$ cat src/rtl/srvr_pkg.sv
`default_nettype none
// ----------------------------------------------------------------------------
// srvr_pkg
// Shared constants, types and field packing for the status report relay.
// ----------------------------------------------------------------------------
package srvr_pkg;

    localparam int REPORT_BYTES = 32;
    localparam int POS_W        = 6;
    localparam logic [POS_W-1:0] POS_MAX  = '1;
    localparam logic [POS_W-1:0] POS_LAST = POS_W'(REPORT_BYTES - 1);
    localparam logic [POS_W-1:0] POS_END  = POS_W'(REPORT_BYTES);

    localparam logic [POS_W-1:0] POS_TYPE   = 6'd0;
    localparam logic [POS_W-1:0] POS_SES    = 6'd1;
    localparam logic [POS_W-1:0] POS_WK     = 6'd2;
    localparam logic [POS_W-1:0] POS_RST_LO = 6'd3;
    localparam logic [POS_W-1:0] POS_RST_HI = 6'd4;
    localparam logic [POS_W-1:0] POS_FLG    = 6'd5;
    localparam logic [POS_W-1:0] POS_ERR    = 6'd6;
    localparam logic [POS_W-1:0] POS_XP     = 6'd7;
    localparam logic [POS_W-1:0] POS_XA_LO  = 6'd8;
    localparam logic [POS_W-1:0] POS_XA_HI  = 6'd9;

    localparam logic [7:0] TYPE_BYTE     = 8'hB2;
    localparam logic [7:0] PCT_MAX       = 8'd100;
    localparam logic [7:0] FLAGS_ALLOWED = 8'd7;
    localparam logic [7:0] ERROR_MAX     = 8'd3;
    localparam logic [1:0] ERROR_NONE    = 2'd0;
    localparam int FLAG_STALE_BIT  = 0;
    localparam int FLAG_SAMPLE_BIT = 1;
    localparam int FLAG_EXTRA_BIT  = 2;

    localparam int RST_W  = 16;
    localparam int AGE_W  = 27;
    localparam int HB_W   = 22;
    localparam logic [AGE_W-1:0] AGE_MAX = '1;

    localparam int CFG_IDX_W  = 2;
    localparam int CFG_DATA_W = 27;
    localparam logic [CFG_IDX_W-1:0] CFG_MAX_RESET = 2'd0;
    localparam logic [CFG_IDX_W-1:0] CFG_STALE     = 2'd1;
    localparam logic [CFG_IDX_W-1:0] CFG_HEARTBEAT = 2'd2;

    localparam logic [RST_W-1:0] MAX_RESET_DEFAULT = 16'd10080;
    localparam logic [AGE_W-1:0] STALE_DEFAULT     = 27'd60000;
    localparam logic [HB_W-1:0]  HEARTBEAT_DEFAULT = 22'd5000;

    localparam logic CAUSE_NEW       = 1'b0;
    localparam logic CAUSE_HEARTBEAT = 1'b1;

    typedef struct packed {
        logic [15:0] xa;
        logic [6:0]  xp;
        logic [1:0]  err;
        logic [2:0]  flg;
        logic [15:0] rst;
        logic [6:0]  wk;
        logic [6:0]  ses;
    } fields_t;

    typedef struct packed {
        logic    is_tick;
        fields_t fields;
    } cmd_t;

    typedef struct packed {
        logic [RST_W-1:0] max_reset;
        logic [AGE_W-1:0] stale_timeout;
        logic [HB_W-1:0]  hb_period;
    } cfg_t;

    function automatic logic cross_ok(fields_t f, logic [RST_W-1:0] max_reset);
        logic sample;
        logic extra;
        logic ok;
        sample = f.flg[FLAG_SAMPLE_BIT];
        extra  = f.flg[FLAG_EXTRA_BIT];
        ok     = 1'b1;
        if (f.rst > max_reset)
            ok = 1'b0;
        if (!sample && ((f.ses != '0) || (f.wk != '0) || (f.rst != '0) ||
                        (f.xp != '0) || (f.xa != '0) || extra || (f.err == ERROR_NONE)))
            ok = 1'b0;
        if (!extra && ((f.xp != '0) || (f.xa != '0)))
            ok = 1'b0;
        return ok;
    endfunction

    function automatic logic [31:0] pack_a(fields_t f);
        return {f.rst, 1'b0, f.wk, 1'b0, f.ses};
    endfunction

    function automatic logic [27:0] pack_b(fields_t f, logic stale);
        logic [2:0] flags;
        flags = f.flg;
        flags[FLAG_STALE_BIT] = flags[FLAG_STALE_BIT] | stale;
        return {f.xa, f.xp, f.err, flags};
    endfunction

endpackage

`default_nettype wire

$ cat src/rtl/srvr_if.sv
`default_nettype none
// ----------------------------------------------------------------------------
// srvr_if
// Valid/ready channels of the status report relay: report input, relay
// output and configuration write.
// ----------------------------------------------------------------------------
interface srvr_in_if;
    logic       valid;
    logic       ready;
    logic       func;
    logic [7:0] data_byte;
    logic       last_byte;

    modport source (output valid, func, data_byte, last_byte, input ready);
    modport sink   (input valid, func, data_byte, last_byte, output ready);
endinterface

interface srvr_out_if;
    logic        valid;
    logic        ready;
    logic [31:0] relay_word_a;
    logic [27:0] relay_word_b;
    logic        relay_cause;

    modport source (output valid, relay_word_a, relay_word_b, relay_cause, input ready);
    modport sink   (input valid, relay_word_a, relay_word_b, relay_cause, output ready);
endinterface

interface srvr_cfg_if;
    logic                            valid;
    logic                            ready;
    logic [srvr_pkg::CFG_IDX_W-1:0]  idx;
    logic [srvr_pkg::CFG_DATA_W-1:0] data;

    modport source (output valid, idx, data, input ready);
    modport sink   (input valid, idx, data, output ready);
endinterface

`default_nettype wire

$ cat src/rtl/srvr_front.sv
`default_nettype none
// ----------------------------------------------------------------------------
// srvr_front
// Accepts report bytes and ticks, checks each frame as it arrives and
// forwards ticks and valid reports to the command queue.
// ----------------------------------------------------------------------------
module srvr_front (
    input  wire logic           clk,
    input  wire logic           rst_n,
    srvr_in_if.sink             report,
    input  wire srvr_pkg::cfg_t cfg_regs,
    output srvr_pkg::cmd_t      push_cmd,
    output logic                push,
    input  wire logic           push_ready
);
    import srvr_pkg::*;

    logic [POS_W-1:0] pos_reg;
    logic [POS_W-1:0] pos_next;
    logic             bad_reg;
    logic             bad_next;
    fields_t          fields_reg;
    fields_t          fields_next;
    fields_t          fields_upd;
    logic             byte_bad;
    logic             accept;
    logic             frame_ok;
    logic [7:0]       b;

    assign report.ready = push_ready;
    assign accept       = report.valid && report.ready;
    assign b            = report.data_byte;

    always_comb
    begin
        byte_bad   = 1'b0;
        fields_upd = fields_reg;
        if (pos_reg >= POS_END)
        begin
            byte_bad = 1'b1;
        end
        else
        begin
            case (pos_reg)
                POS_TYPE:   byte_bad = (b != TYPE_BYTE);
                POS_SES:
                begin
                    byte_bad = (b > PCT_MAX);
                    if (!byte_bad)
                        fields_upd.ses = b[6:0];
                end
                POS_WK:
                begin
                    byte_bad = (b > PCT_MAX);
                    if (!byte_bad)
                        fields_upd.wk = b[6:0];
                end
                POS_RST_LO: fields_upd.rst[7:0]  = b;
                POS_RST_HI: fields_upd.rst[15:8] = b;
                POS_FLG:
                begin
                    byte_bad = ((b & ~FLAGS_ALLOWED) != '0);
                    if (!byte_bad)
                        fields_upd.flg = b[2:0];
                end
                POS_ERR:
                begin
                    byte_bad = (b > ERROR_MAX);
                    if (!byte_bad)
                        fields_upd.err = b[1:0];
                end
                POS_XP:
                begin
                    byte_bad = (b > PCT_MAX);
                    if (!byte_bad)
                        fields_upd.xp = b[6:0];
                end
                POS_XA_LO:  fields_upd.xa[7:0]  = b;
                POS_XA_HI:  fields_upd.xa[15:8] = b;
                default:    byte_bad = (b != '0);
            endcase
        end
    end

    assign frame_ok = !bad_reg && !byte_bad && (pos_reg == POS_LAST) &&
                      cross_ok(fields_upd, cfg_regs.max_reset);

    always_comb
    begin
        pos_next        = pos_reg;
        bad_next        = bad_reg;
        fields_next     = fields_reg;
        push            = 1'b0;
        push_cmd.is_tick = report.func;
        push_cmd.fields  = fields_upd;
        if (accept)
        begin
            if (report.func)
            begin
                push = 1'b1;
            end
            else if (report.last_byte)
            begin
                push        = frame_ok;
                pos_next    = '0;
                bad_next    = 1'b0;
                fields_next = '0;
            end
            else
            begin
                if (pos_reg != POS_MAX)
                    pos_next = pos_reg + POS_W'(1);
                bad_next    = bad_reg | byte_bad;
                fields_next = fields_upd;
            end
        end
    end

    always_ff @(posedge clk or negedge rst_n)
    begin
        if (!rst_n)
        begin
            pos_reg    <= '0;
            bad_reg    <= 1'b0;
            fields_reg <= '0;
        end
        else
        begin
            pos_reg    <= pos_next;
            bad_reg    <= bad_next;
            fields_reg <= fields_next;
        end
    end

endmodule

`default_nettype wire

$ cat src/rtl/srvr_queue.sv
`default_nettype none
// ----------------------------------------------------------------------------
// srvr_queue
// Two-entry command queue between the front and back parts.
// ----------------------------------------------------------------------------
module srvr_queue (
    input  wire logic           clk,
    input  wire logic           rst_n,
    input  wire logic           push,
    input  wire srvr_pkg::cmd_t push_cmd,
    output logic                push_ready,
    output logic                head_valid,
    output srvr_pkg::cmd_t      head_cmd,
    input  wire logic           pop
);
    import srvr_pkg::*;

    cmd_t       slot_reg [2];
    logic       wr_ptr_reg;
    logic       rd_ptr_reg;
    logic [1:0] count_reg;
    logic [1:0] count_next;
    logic       do_push;
    logic       do_pop;

    assign push_ready = (count_reg != 2'd2);
    assign head_valid = (count_reg != 2'd0);
    assign head_cmd   = slot_reg[rd_ptr_reg];
    assign do_push    = push && push_ready;
    assign do_pop     = pop && head_valid;

    always_comb
    begin
        count_next = count_reg;
        if (do_push && !do_pop)
            count_next = count_reg + 2'd1;
        else if (!do_push && do_pop)
            count_next = count_reg - 2'd1;
    end

    always_ff @(posedge clk or negedge rst_n)
    begin
        if (!rst_n)
        begin
            wr_ptr_reg <= 1'b0;
            rd_ptr_reg <= 1'b0;
            count_reg  <= 2'd0;
        end
        else
        begin
            if (do_push)
                wr_ptr_reg <= ~wr_ptr_reg;
            if (do_pop)
                rd_ptr_reg <= ~rd_ptr_reg;
            count_reg <= count_next;
        end
    end

    always_ff @(posedge clk)
    begin
        if (do_push)
            slot_reg[wr_ptr_reg] <= push_cmd;
    end

endmodule

`default_nettype wire

$ cat src/rtl/srvr_back.sv
`default_nettype none
// ----------------------------------------------------------------------------
// srvr_back
// Holds the latched report, ages it, runs the heartbeat and drives the
// relay output register.
// ----------------------------------------------------------------------------
module srvr_back (
    input  wire logic           clk,
    input  wire logic           rst_n,
    input  wire srvr_pkg::cfg_t cfg_regs,
    input  wire logic           head_valid,
    input  wire srvr_pkg::cmd_t head_cmd,
    output logic                pop,
    srvr_out_if.source          relay
);
    import srvr_pkg::*;

    fields_t          held_reg;
    logic             held_valid_reg;
    logic [AGE_W-1:0] age_reg;
    logic [AGE_W-1:0] age_inc;
    logic [AGE_W-1:0] age_used;
    logic [HB_W-1:0]  hb_reg;
    logic [HB_W-1:0]  hb_inc;
    logic             fire;
    logic             emits;
    logic             stale;
    logic             cause;
    fields_t          src;
    logic             out_free;
    logic             out_valid_reg;
    logic [31:0]      word_a_reg;
    logic [27:0]      word_b_reg;
    logic             cause_reg;

    assign out_free = !out_valid_reg || relay.ready;

    always_comb
    begin
        age_inc = (age_reg < AGE_MAX) ? age_reg + AGE_W'(1) : age_reg;
        hb_inc  = hb_reg + HB_W'(1);
        fire    = (hb_inc >= cfg_regs.hb_period);
        if (head_cmd.is_tick)
        begin
            emits    = fire && held_valid_reg;
            src      = held_reg;
            age_used = age_inc;
            cause    = CAUSE_HEARTBEAT;
        end
        else
        begin
            emits    = 1'b1;
            src      = head_cmd.fields;
            age_used = '0;
            cause    = CAUSE_NEW;
        end
        stale = (age_used >= cfg_regs.stale_timeout);
        pop   = head_valid && (!emits || out_free);
    end

    always_ff @(posedge clk or negedge rst_n)
    begin
        if (!rst_n)
        begin
            held_reg       <= '0;
            held_valid_reg <= 1'b0;
            age_reg        <= '0;
            hb_reg         <= '0;
            out_valid_reg  <= 1'b0;
        end
        else
        begin
            if (pop)
            begin
                if (head_cmd.is_tick)
                begin
                    age_reg <= age_inc;
                    hb_reg  <= fire ? '0 : hb_inc;
                end
                else
                begin
                    held_reg       <= head_cmd.fields;
                    held_valid_reg <= 1'b1;
                    age_reg        <= '0;
                end
            end
            if (pop && emits)
                out_valid_reg <= 1'b1;
            else if (relay.ready)
                out_valid_reg <= 1'b0;
        end
    end

    always_ff @(posedge clk)
    begin
        if (pop && emits)
        begin
            word_a_reg <= pack_a(src);
            word_b_reg <= pack_b(src, stale);
            cause_reg  <= cause;
        end
    end

    assign relay.valid        = out_valid_reg;
    assign relay.relay_word_a = word_a_reg;
    assign relay.relay_word_b = word_b_reg;
    assign relay.relay_cause  = cause_reg;

endmodule

`default_nettype wire

$ cat src/rtl/status_report_validate_relay.sv
`default_nettype none
// ----------------------------------------------------------------------------
// status_report_validate_relay
// Validates byte-serial status reports and relays the latched report on
// acceptance and on every heartbeat period once a report is held.
// ----------------------------------------------------------------------------
// A request passes the command queue and then, if it emits, the relay output
// register before relay valid rises; a stalled relay holds the back part.
// Throughput: one request (report byte or tick) per cycle while the queue has
// room, set by the per-byte frame check in front and one command per cycle back.
// Reset: frame state, held report, age and heartbeat count clear; the three
// registers return to 10080, 60000 and 5000; no relay is pending.
module status_report_validate_relay (
    input  wire logic  clk,
    input  wire logic  rst_n,
    srvr_in_if.sink    report,
    srvr_out_if.source relay,
    srvr_cfg_if.sink   cfg
);
    import srvr_pkg::*;

    cfg_t cfg_reg;
    cmd_t push_cmd;
    cmd_t head_cmd;
    logic push;
    logic push_ready;
    logic head_valid;
    logic pop;

    assign cfg.ready = 1'b1;

    always_ff @(posedge clk or negedge rst_n)
    begin
        if (!rst_n)
        begin
            cfg_reg.max_reset     <= MAX_RESET_DEFAULT;
            cfg_reg.stale_timeout <= STALE_DEFAULT;
            cfg_reg.hb_period     <= HEARTBEAT_DEFAULT;
        end
        else if (cfg.valid && cfg.ready)
        begin
            case (cfg.idx)
                CFG_MAX_RESET: cfg_reg.max_reset     <= cfg.data[RST_W-1:0];
                CFG_STALE:     cfg_reg.stale_timeout <= cfg.data[AGE_W-1:0];
                CFG_HEARTBEAT: cfg_reg.hb_period     <= cfg.data[HB_W-1:0];
                default:       ;
            endcase
        end
    end

    srvr_front u_front (
        .clk        (clk),
        .rst_n      (rst_n),
        .report     (report),
        .cfg_regs   (cfg_reg),
        .push_cmd   (push_cmd),
        .push       (push),
        .push_ready (push_ready)
    );

    srvr_queue u_queue (
        .clk        (clk),
        .rst_n      (rst_n),
        .push       (push),
        .push_cmd   (push_cmd),
        .push_ready (push_ready),
        .head_valid (head_valid),
        .head_cmd   (head_cmd),
        .pop        (pop)
    );

    srvr_back u_back (
        .clk        (clk),
        .rst_n      (rst_n),
        .cfg_regs   (cfg_reg),
        .head_valid (head_valid),
        .head_cmd   (head_cmd),
        .pop        (pop),
        .relay      (relay)
    );

endmodule

`default_nettype wire

$ cat src/flat_wrapper.sv
// flat-port wrapper written by rule: the top's interface ports become plain ports
module status_report_validate_relay_flat import srvr_pkg::*;
  (clk, rst_n, report_valid, report_func, report_data_byte, report_last_byte, report_ready, relay_valid, relay_relay_word_a, relay_relay_word_b, relay_relay_cause, relay_ready, cfg_valid, cfg_idx, cfg_data, cfg_ready);
  srvr_in_if report_i ();
  srvr_out_if relay_i ();
  srvr_cfg_if cfg_i ();
  input  wire logic clk;
  input  wire logic rst_n;
  input wire logic [$bits(report_i.valid)-1:0] report_valid;
  input wire logic [$bits(report_i.func)-1:0] report_func;
  input wire logic [$bits(report_i.data_byte)-1:0] report_data_byte;
  input wire logic [$bits(report_i.last_byte)-1:0] report_last_byte;
  output wire logic [$bits(report_i.ready)-1:0] report_ready;
  output wire logic [$bits(relay_i.valid)-1:0] relay_valid;
  output wire logic [$bits(relay_i.relay_word_a)-1:0] relay_relay_word_a;
  output wire logic [$bits(relay_i.relay_word_b)-1:0] relay_relay_word_b;
  output wire logic [$bits(relay_i.relay_cause)-1:0] relay_relay_cause;
  input wire logic [$bits(relay_i.ready)-1:0] relay_ready;
  input wire logic [$bits(cfg_i.valid)-1:0] cfg_valid;
  input wire logic [$bits(cfg_i.idx)-1:0] cfg_idx;
  input wire logic [$bits(cfg_i.data)-1:0] cfg_data;
  output wire logic [$bits(cfg_i.ready)-1:0] cfg_ready;
  assign report_i.valid = report_valid;
  assign report_i.func = report_func;
  assign report_i.data_byte = report_data_byte;
  assign report_i.last_byte = report_last_byte;
  assign report_ready = report_i.ready;
  assign relay_valid = relay_i.valid;
  assign relay_relay_word_a = relay_i.relay_word_a;
  assign relay_relay_word_b = relay_i.relay_word_b;
  assign relay_relay_cause = relay_i.relay_cause;
  assign relay_i.ready = relay_ready;
  assign cfg_i.valid = cfg_valid;
  assign cfg_i.idx = cfg_idx;
  assign cfg_i.data = cfg_data;
  assign cfg_ready = cfg_i.ready;
  status_report_validate_relay u_core (.clk(clk), .rst_n(rst_n), .report(report_i), .relay(relay_i), .cfg(cfg_i));
endmodule
$ cat config.mk
export PLATFORM = sky130hd
export DESIGN_NAME = status_report_validate_relay_flat
export DESIGN_NICKNAME = d
export VERILOG_FILES = /design/src/rtl/srvr_pkg.sv /design/src/rtl/srvr_if.sv /design/src/rtl/srvr_front.sv /design/src/rtl/srvr_queue.sv /design/src/rtl/srvr_back.sv /design/src/rtl/status_report_validate_relay.sv /design/src/flat_wrapper.sv
export SDC_FILE = /design/constraint.sdc
export NUM_CORES = 1
export LEC_CHECK = 0
export ABC_AREA = 1
export BUFFER_PORTS_ARGS = -buffer_cell sky130_fd_sc_hd__clkbuf_2
export CORE_MARGIN = 2
export CORE_UTILIZATION = 40
export DETAILED_ROUTE_END_ITERATION = 12
export GPL_ROUTABILITY_DRIVEN = 0
export REMOVE_ABC_BUFFERS = 1
export SYNTH_ARGS = -nofsm -noshare
export SYNTH_HDL_FRONTEND = slang
export SYNTH_SLANG_ARGS = --single-unit
$ cat constraint.sdc
create_clock -name clk -period 6.09 [get_ports clk]
set_input_delay 1.218 -clock clk [delete_from_list [all_inputs] [get_ports clk]]
set_output_delay 1.218 -clock clk [all_outputs]
set_load 0.05 [all_outputs]
; ---- Word-level counts from Yosys, hierarchy flattened
; Memory sizes are Yosys's and may differ from the RTL's.
; Cells that the tools add are included.
[totals]
latchBits = 0
inputBits = 44
register_bits = 302
mem_bits_ro = 0
n_memories = 1
mem_bits_rw = 118
[mem_list]
columns = memory, depth, word_bits, rd, rd_clocked_by_memory_dff, write_ports, line
row1 = u_core.u_queue.slot_reg, 2, 59, 1, 0, 1, srvr_queue.sv:18  ; cmd_t slot_reg [2];
[op_classes]
eq_ne = 15
n_addsub = 5
n_bitwise = 6
n_lt_le_gt_ge = 7
mul = 0
n_shift = 0
n_reduce_logical = 53
div = 0
n_mux = 39
[ops]
columns = cell, n
row1 = 2-to-1 mux 58 bit, 3
row2 = 2-to-1 mux 27 bit, 2
row3 = 2-to-1 mux 7 bit, 6
row4 = 2-to-1 mux 8 bit, 4
row5 = nonzero test 16 bit, 2
row6 = adder 27 x 1 -> 27 bit (second input constant), 1
row7 = greater-or-equal comparator 27 bit, 1
row8 = less-than comparator 27 bit (second input constant), 1
row9 = equality test 6 x 3 -> 1 bit (second input constant), 4
row10 = adder 22 x 1 -> 22 bit (second input constant), 1
row11 = greater-or-equal comparator 22 bit, 1
row12 = 2-to-1 mux 22 bit, 1
row13 = nonzero test 7 bit, 3
row14 = > comparator 16 bit, 1
row15 = nonzero test 8 bit, 2
row16 = 2-to-1 mux 1 bit, 14
row17 = logical AND 1 bit, 13
row18 = equality test 6 x 2 -> 1 bit (second input constant), 2
row19 = equality test 6 x 4 -> 1 bit (second input constant), 2
row20 = 2-to-1 mux 6 bit, 2
row21 = AND reduction 2 bit, 6
row22 = logical OR 1 bit, 9
row23 = > comparator 8 x 2 -> 1 bit (second input constant), 1
row24 = > comparator 8 x 7 -> 1 bit (second input constant), 1
row25 = 23 further kinds, 42

; ---- Depth between registers and ports, before layout
[depth]
ltp_word = 23
ltp_mapped = 30
mapped_depth_nobuf = 28

; ---- Modules after synthesis
; From an unflattened synthesis, not the netlist that was laid out.
[hier_totals]
cells_unflattened = 2485
area_unflattened_um2 = 21182.8
[modules_own_cells]
columns = mod, instances, cells_per_inst, area_per_inst_um2
row1 = srvr_back, 1, 1295, 9744.3
row2 = srvr_queue, 1, 337, 4569.4
row3 = srvr_front, 1, 562, 4164.0
row4 = status_report_validate_relay, 1, 291, 2705.1

; ---- Least setup slack after synthesis
; Ideal clock, no wire load.
[synth_path]
path_kind = input port to flip-flop
start = in report_data_byte[5]
end = mem u_core.u_queue.slot_reg[1][0] (netlist name), enable pin
setup_ns = 0.477
stages = 17
arrival_time_ns = 5.347
n_path_buf = 1
path_slack_ns = 0.266
path_cell_list = buf_2 o21ai_0 inv_1 ha_1 nand2_1 inv_1 o21ai_0 nand2_1 nor2_1 nand2_1 nand2_1 nand4_1 a21oi_2 nand2_1 nand2_2 nand2_2 nor2_1
[synth_rtl]
columns = item, line
row1 = from (decl), flat_wrapper.sv:11  ; input wire logic [$bits(report_i.data_byte)-1:0] report_data_byte;
row2 = to (decl), srvr_queue.sv:18

; ---- Worst setup path in the final report
[layout_path]
start = reg u_core.u_back.hb_reg[0]
end = reg u_core.u_back.hb_reg[5]
[layout_via]
elab_chain_cells = 8
[layout_rtl]
columns = item, line
row1 = from (decl), srvr_back.sv:23  ; logic [HB_W-1:0] hb_reg;
row2 = from (signal assigned), srvr_back.sv:78  ; hb_reg <= fire ? '0 : hb_inc;
row3 = adder 22 x 1 -> 22 bit *, srvr_back.sv:41  ; hb_inc = hb_reg + HB_W'(1);
row4 = greater-or-equal comparator 22 bit, srvr_back.sv:42  ; fire = (hb_inc >= cfg_regs.hb_period);
row5 = logical AND 1 bit, srvr_back.sv:45  ; emits = fire && held_valid_reg;
row6 = 2-to-1 mux 1 bit, srvr_back.sv:43  ; if (head_cmd.is_tick)
row7 = logical NOT 1 bit, srvr_back.sv:58  ; pop = head_valid && (!emits || out_free);
row8 = logical OR 1 bit, srvr_back.sv:58
row9 = logical AND 1 bit, srvr_back.sv:58
row10 = AND reduction 2 bit (no line), --
; Mark *: on every way between the ends. The rest lies on a longest branch, timed or not.
; A chain may end at the register's enable or synchronous reset.

==> impl_results.rst <==
.. list-table::
   :header-rows: 1

   * - Metric
     - Value
   * - Per-cell via count in the routed design
     - approximately 5.0
   * - Maximum number of pins on one net before global-route repair
     - between 100 and 150
   * - Average footprint of a synthesized cell
     - approximately 9.0 µm²
   * - Number of diodes
     - 0
   * - Final setup fails
     - 0
   * - Total of warnings raised by yosys
     - 0
   * - Share of power burned in the clock network
     - 24.6%
   * - Share of synthesized area occupied by flip-flops and latches
     - a little under three fifths
   * - Inserted Clock Buffers
     - 43
   * - Final-report hold violation count
     - 0
   * - Vias in the first global route
     - approximately 15000
   * - I/O pin count
     - between 100 and 150
   * - Summed negative setup slack over all endpoints
     - 0 ns
   * - Overall routed net length
     - ~48000 µm
   * - Total of buffers placed on input and output ports
     - approximately 100
   * - Largest fanout of any net on the critical path
     - 63
   * - F_max
     - 191 MHz
   * - Power Internal
     - 6.67 mW
   * - Total of max-cap violations
     - 0
   * - Critical setup path kind
     - reg2reg
   * - Combined flip-flop and latch cell area
     - 11400 µm²
   * - Half-perimeter wire length of the detailed placement result
     - ~32000 µm
   * - Grt ovf
     - 0
   * - CP most frequent cell
     - sky130_fd_sc_hd__nand2_1
   * - CTS sink count
     - 420
   * - # hold bufs at CTS
     - 0
   * - Max rail drop VDD
     - 255 µV
   * - Clock tree from TritonCTS
     - built
   * - Count of different cell masters after synthesis
     - 44
   * - Crit share post-route
     - a little under nine tenths
   * - Synth Cell Area
     - 20300 µm²
   * - Worst slack on hold paths
     - 0.476 ns
   * - Post-CTS setup-driven buffer insertion count
     - 0
   * - Number of flip-flops in the largest register
     - around 120
   * - Area used by multi-input combinational logic
     - ~7500 µm²
   * - Die height
     - between 200 and 250 µm
   * - Worst-skew pair later-pin latency
     - 0.59 ns
   * - Startpoint types
     - register
   * - Arrival @ worst endpoint
     - between 5 and 6 ns
   * - Total of flip-flops plus latches after synthesis
     - 420
   * - Switching share of total power
     - 40.8%
   * - GRT Resource Usage Total
     - between 10% and 20%
   * - Highest-count cells in the layout ignoring fill and taps
     - 672 x sky130_fd_sc_hd__nand2_1, 269 x sky130_fd_sc_hd__inv_1, 224 x sky130_fd_sc_hd__dfrtp_1
   * - Worst endpoint required time
     - 6.52 ns
   * - Setup repair after global routing missed its margin
     - false
   * - Wire length of the first global-routing pass
     - 78400 µm
   * - Most common cell after layout, fill and taps aside
     - sky130_fd_sc_hd__nand2_1
   * - Share of synthesized flip-flops with an asynchronous set or reset
     - between 50% and 60%
   * - Post-synth EDFFs
     - 177
   * - Core region area
     - approximately 50000 µm²
   * - Max clock buf depth
     - 3
   * - Routed length per placed instance
     - between 15 and 20 µm
   * - H-tree Lvls
     - 2
   * - Slew of the pin with the lowest slew margin
     - about 1.1 ns
   * - Max Slew Vio Count
     - 0
   * - Ratio of cells with drive above 1 in the final layout
     - 10.8%
   * - Critical Path End Type
     - register
   * - Count of nets after finishing
     - between 2000 and 2500
   * - Drt first-iter violations
     - approximately 1200
   * - Clock tree root driver cell
     - sky130_fd_sc_hd__clkbuf_16
   * - Tightest slew margin relative to the limit
     - about a quarter
   * - Power density over the cells
     - just under 500 nW/µm²
   * - Die area
     - between 50000 and 60000 µm²
   * - Critical path's largest stage delay
     - approximately 0.52 ns
   * - Clk pin slew, worst setup/hold paths
     - 0.06 ns
   * - Synthesized instance count
     - around 2300
   * - Antenna violations before repair
     - 0
   * - Detailed-router iteration count before antenna repair
     - 5
   * - Portion of total power attributed to sequential cells
     - around two fifths
   * - Residual antenna-violating net count after detailed routing
     - 0
   * - Top_reg_cell synth
     - sky130_fd_sc_hd__dfrtp_1
   * - Layout filler cell count
     - 4762
   * - Area growth syn-to-layout
     - 13.0%
   * - Total number of placement rows
     - between 80 and 90
   * - Pleak
     - about 11 nW
   * - Cell with the largest stage delay on the worst path
     - sky130_fd_sc_hd__buf_6
   * - Initial Utilization
     - 40.5%
   * - Hold Path Class
     - reg2reg
   * - Die Wd
     - 229 µm
   * - Status
     - completed
   * - DRC violations left
     - 0
   * - Total number of vias
     - 15237
   * - Part of the power in combinational logic
     - around 37%
   * - Reported net switching power
     - approximately 4.6 mW
   * - Worst Skew
     - 0.0260 ns
   * - Final critical-path required period
     - about 5.2 ns
timing repair:
item                                    in CTS  in global routing
hold endpoints to repair                     0                  0
endpoints found under the setup margin       0                 22
gates resized for setup                      0                  1
worst paths after layout:
kind,from,end,slack [ns],depth (start not counted)
min in group asynchronous,rst_n,u_core.u_back.held_reg[52]$_DFFE_PN0P_,0.73,1
hold / removal,u_core.u_queue.wr_ptr_reg$_DFFE_PN0P_,u_core.u_queue.wr_ptr_reg$_DFFE_PN0P_,0.48,2
hold reg to reg,u_core.u_queue.wr_ptr_reg$_DFFE_PN0P_,u_core.u_queue.wr_ptr_reg$_DFFE_PN0P_,0.48,2
setup reg to reg,u_core.u_back.hb_reg[0]$_DFFE_PN0P_,u_core.u_back.hb_reg[5]$_DFFE_PN0P_,0.84,30
max in group asynchronous,rst_n,u_core.cfg_reg[41]$_DFFE_PN0P_,4.10,2
setup / recovery,u_core.u_back.hb_reg[0]$_DFFE_PN0P_,u_core.u_back.hb_reg[5]$_DFFE_PN0P_,0.84,30
logic make-up after synthesis:
logic type                 share of synthesized area [%]
buffers and inverters                               7.11
and+or+nand+nor                                     21.3
AOI/OAI and AO/OA                                   9.69
xor gates and xnor gates                            1.25
DFF                                                 56.2
other                                             0.0370
adders and majority gates                           4.43
synth_stat cells, types with 3 or more instances:
cell type / n / area share, %
sky130_fd_sc_hd__dfrtp_1: 225 / 28
sky130_fd_sc_hd__nand4_1: 37 / 1.1
sky130_fd_sc_hd__nor2_1: 185 / 3.4
sky130_fd_sc_hd__inv_2: 5 / 0.092
sky130_fd_sc_hd__buf_4: 6 / 0.22
sky130_fd_sc_hd__inv_1: 271 / 5.0
sky130_fd_sc_hd__xor2_1: 23 / 0.99
sky130_fd_sc_hd__nor4_1: 10 / 0.31
sky130_fd_sc_hd__o21ai_0: 155 / 3.8
sky130_fd_sc_hd__nor2_8: 3 / 0.30
sky130_fd_sc_hd__nor3_1: 31 / 0.76
sky130_fd_sc_hd__o22ai_1: 22 / 0.68
sky130_fd_sc_hd__clkbuf_1: 58 / 1.1
sky130_fd_sc_hd__xnor2_1: 6 / 0.26
sky130_fd_sc_hd__ha_1: 72 / 4.4
sky130_fd_sc_hd__nor2_4: 3 / 0.17
sky130_fd_sc_hd__a21oi_1: 45 / 1.1
sky130_fd_sc_hd__nand3_1: 58 / 1.4
sky130_fd_sc_hd__a22o_1: 29 / 1.3
sky130_fd_sc_hd__o21ai_1: 12 / 0.30
sky130_fd_sc_hd__o21ai_2: 3 / 0.13
sky130_fd_sc_hd__edfxtp_1: 177 / 26
sky130_fd_sc_hd__buf_2: 26 / 0.64
sky130_fd_sc_hd__nand2_1: 673 / 12
sky130_fd_sc_hd__o21bai_1: 4 / 0.15
sky130_fd_sc_hd__nor2_2: 4 / 0.12
sky130_fd_sc_hd__nand2_2: 11 / 0.34
sky130_fd_sc_hd__dfstp_2: 18 / 2.3
sky130_fd_sc_hd__nand3_4: 5 / 0.43
sky130_fd_sc_hd__nor3_2: 3 / 0.15
sky130_fd_sc_hd__or2_2: 3 / 0.092
sky130_fd_sc_hd__a31oi_1: 62 / 1.9
stage by stage:
step | total power, mW | std cells | setup slack (ns) | utilization, % | area [µm²]
final | 11.3 | 3041 | 0.843 | 45.8 | 23000
after global routing | 12.0 | 3041 | 0.0833 | 45.8 | 23000
after detailed placement | 8.56 | 2962 | 0.726 | 42.8 | 21500
after floorplan | 7.31 | 2171 | -2.53 | - | 19900
after CTS | 11.4 | 3041 | 0.658 | 45.7 | 23000
after global placement | 8.44 | 2962 | 0.911 | 42.8 | 21500
worst max-delay path: cells and delay by family (launching register included):
family / cells / cell delay, ns
compound gates: 3 / 0.63
xor+xnor: 1 / 0.19
fa+ha+maj: 2 / 0.47
buf+inv: 6 / 1.25
flops: 1 / 0.40
simple gates: 18 / 2.12
final cells by class:
type | instances | share of cell area (%)
well taps | 672 | 3.66
repair buffers | 119 | 2.98
inverters | 276 | 4.51
multi-input cells | 1475 | 32.6
clock buffers | 61 | 5.42
clock inverters | 18 | 1.05
flip-flops and latches | 420 | 49.7
routing by layer:
layer  vias up  global-route usage, %  part of all wire (%)
li1       7548                      -                     -
met2       307                   29.2                    45
met3        65                   3.10                   4.6
met1      7317                   26.2                    48
met5         -                      0                     0
met4         0                   5.28                   2.3
power by group through the flow:
stage / clock (mW) / combinational [mW] / sequential [mW]
5_1_grt: 2.96 / 4.68 / 4.39
2_1_floorplan: 0 / 2.26 / 5.05
3_5_place_dp: 0 / 4.21 / 4.35
3_3_place_gp: 0 / 4.10 / 4.34
4_1_cts: 2.84 / 4.23 / 4.31
6_report: 2.78 / 4.19 / 4.31
Note: power is estimated with default switching activity, not from simulation.
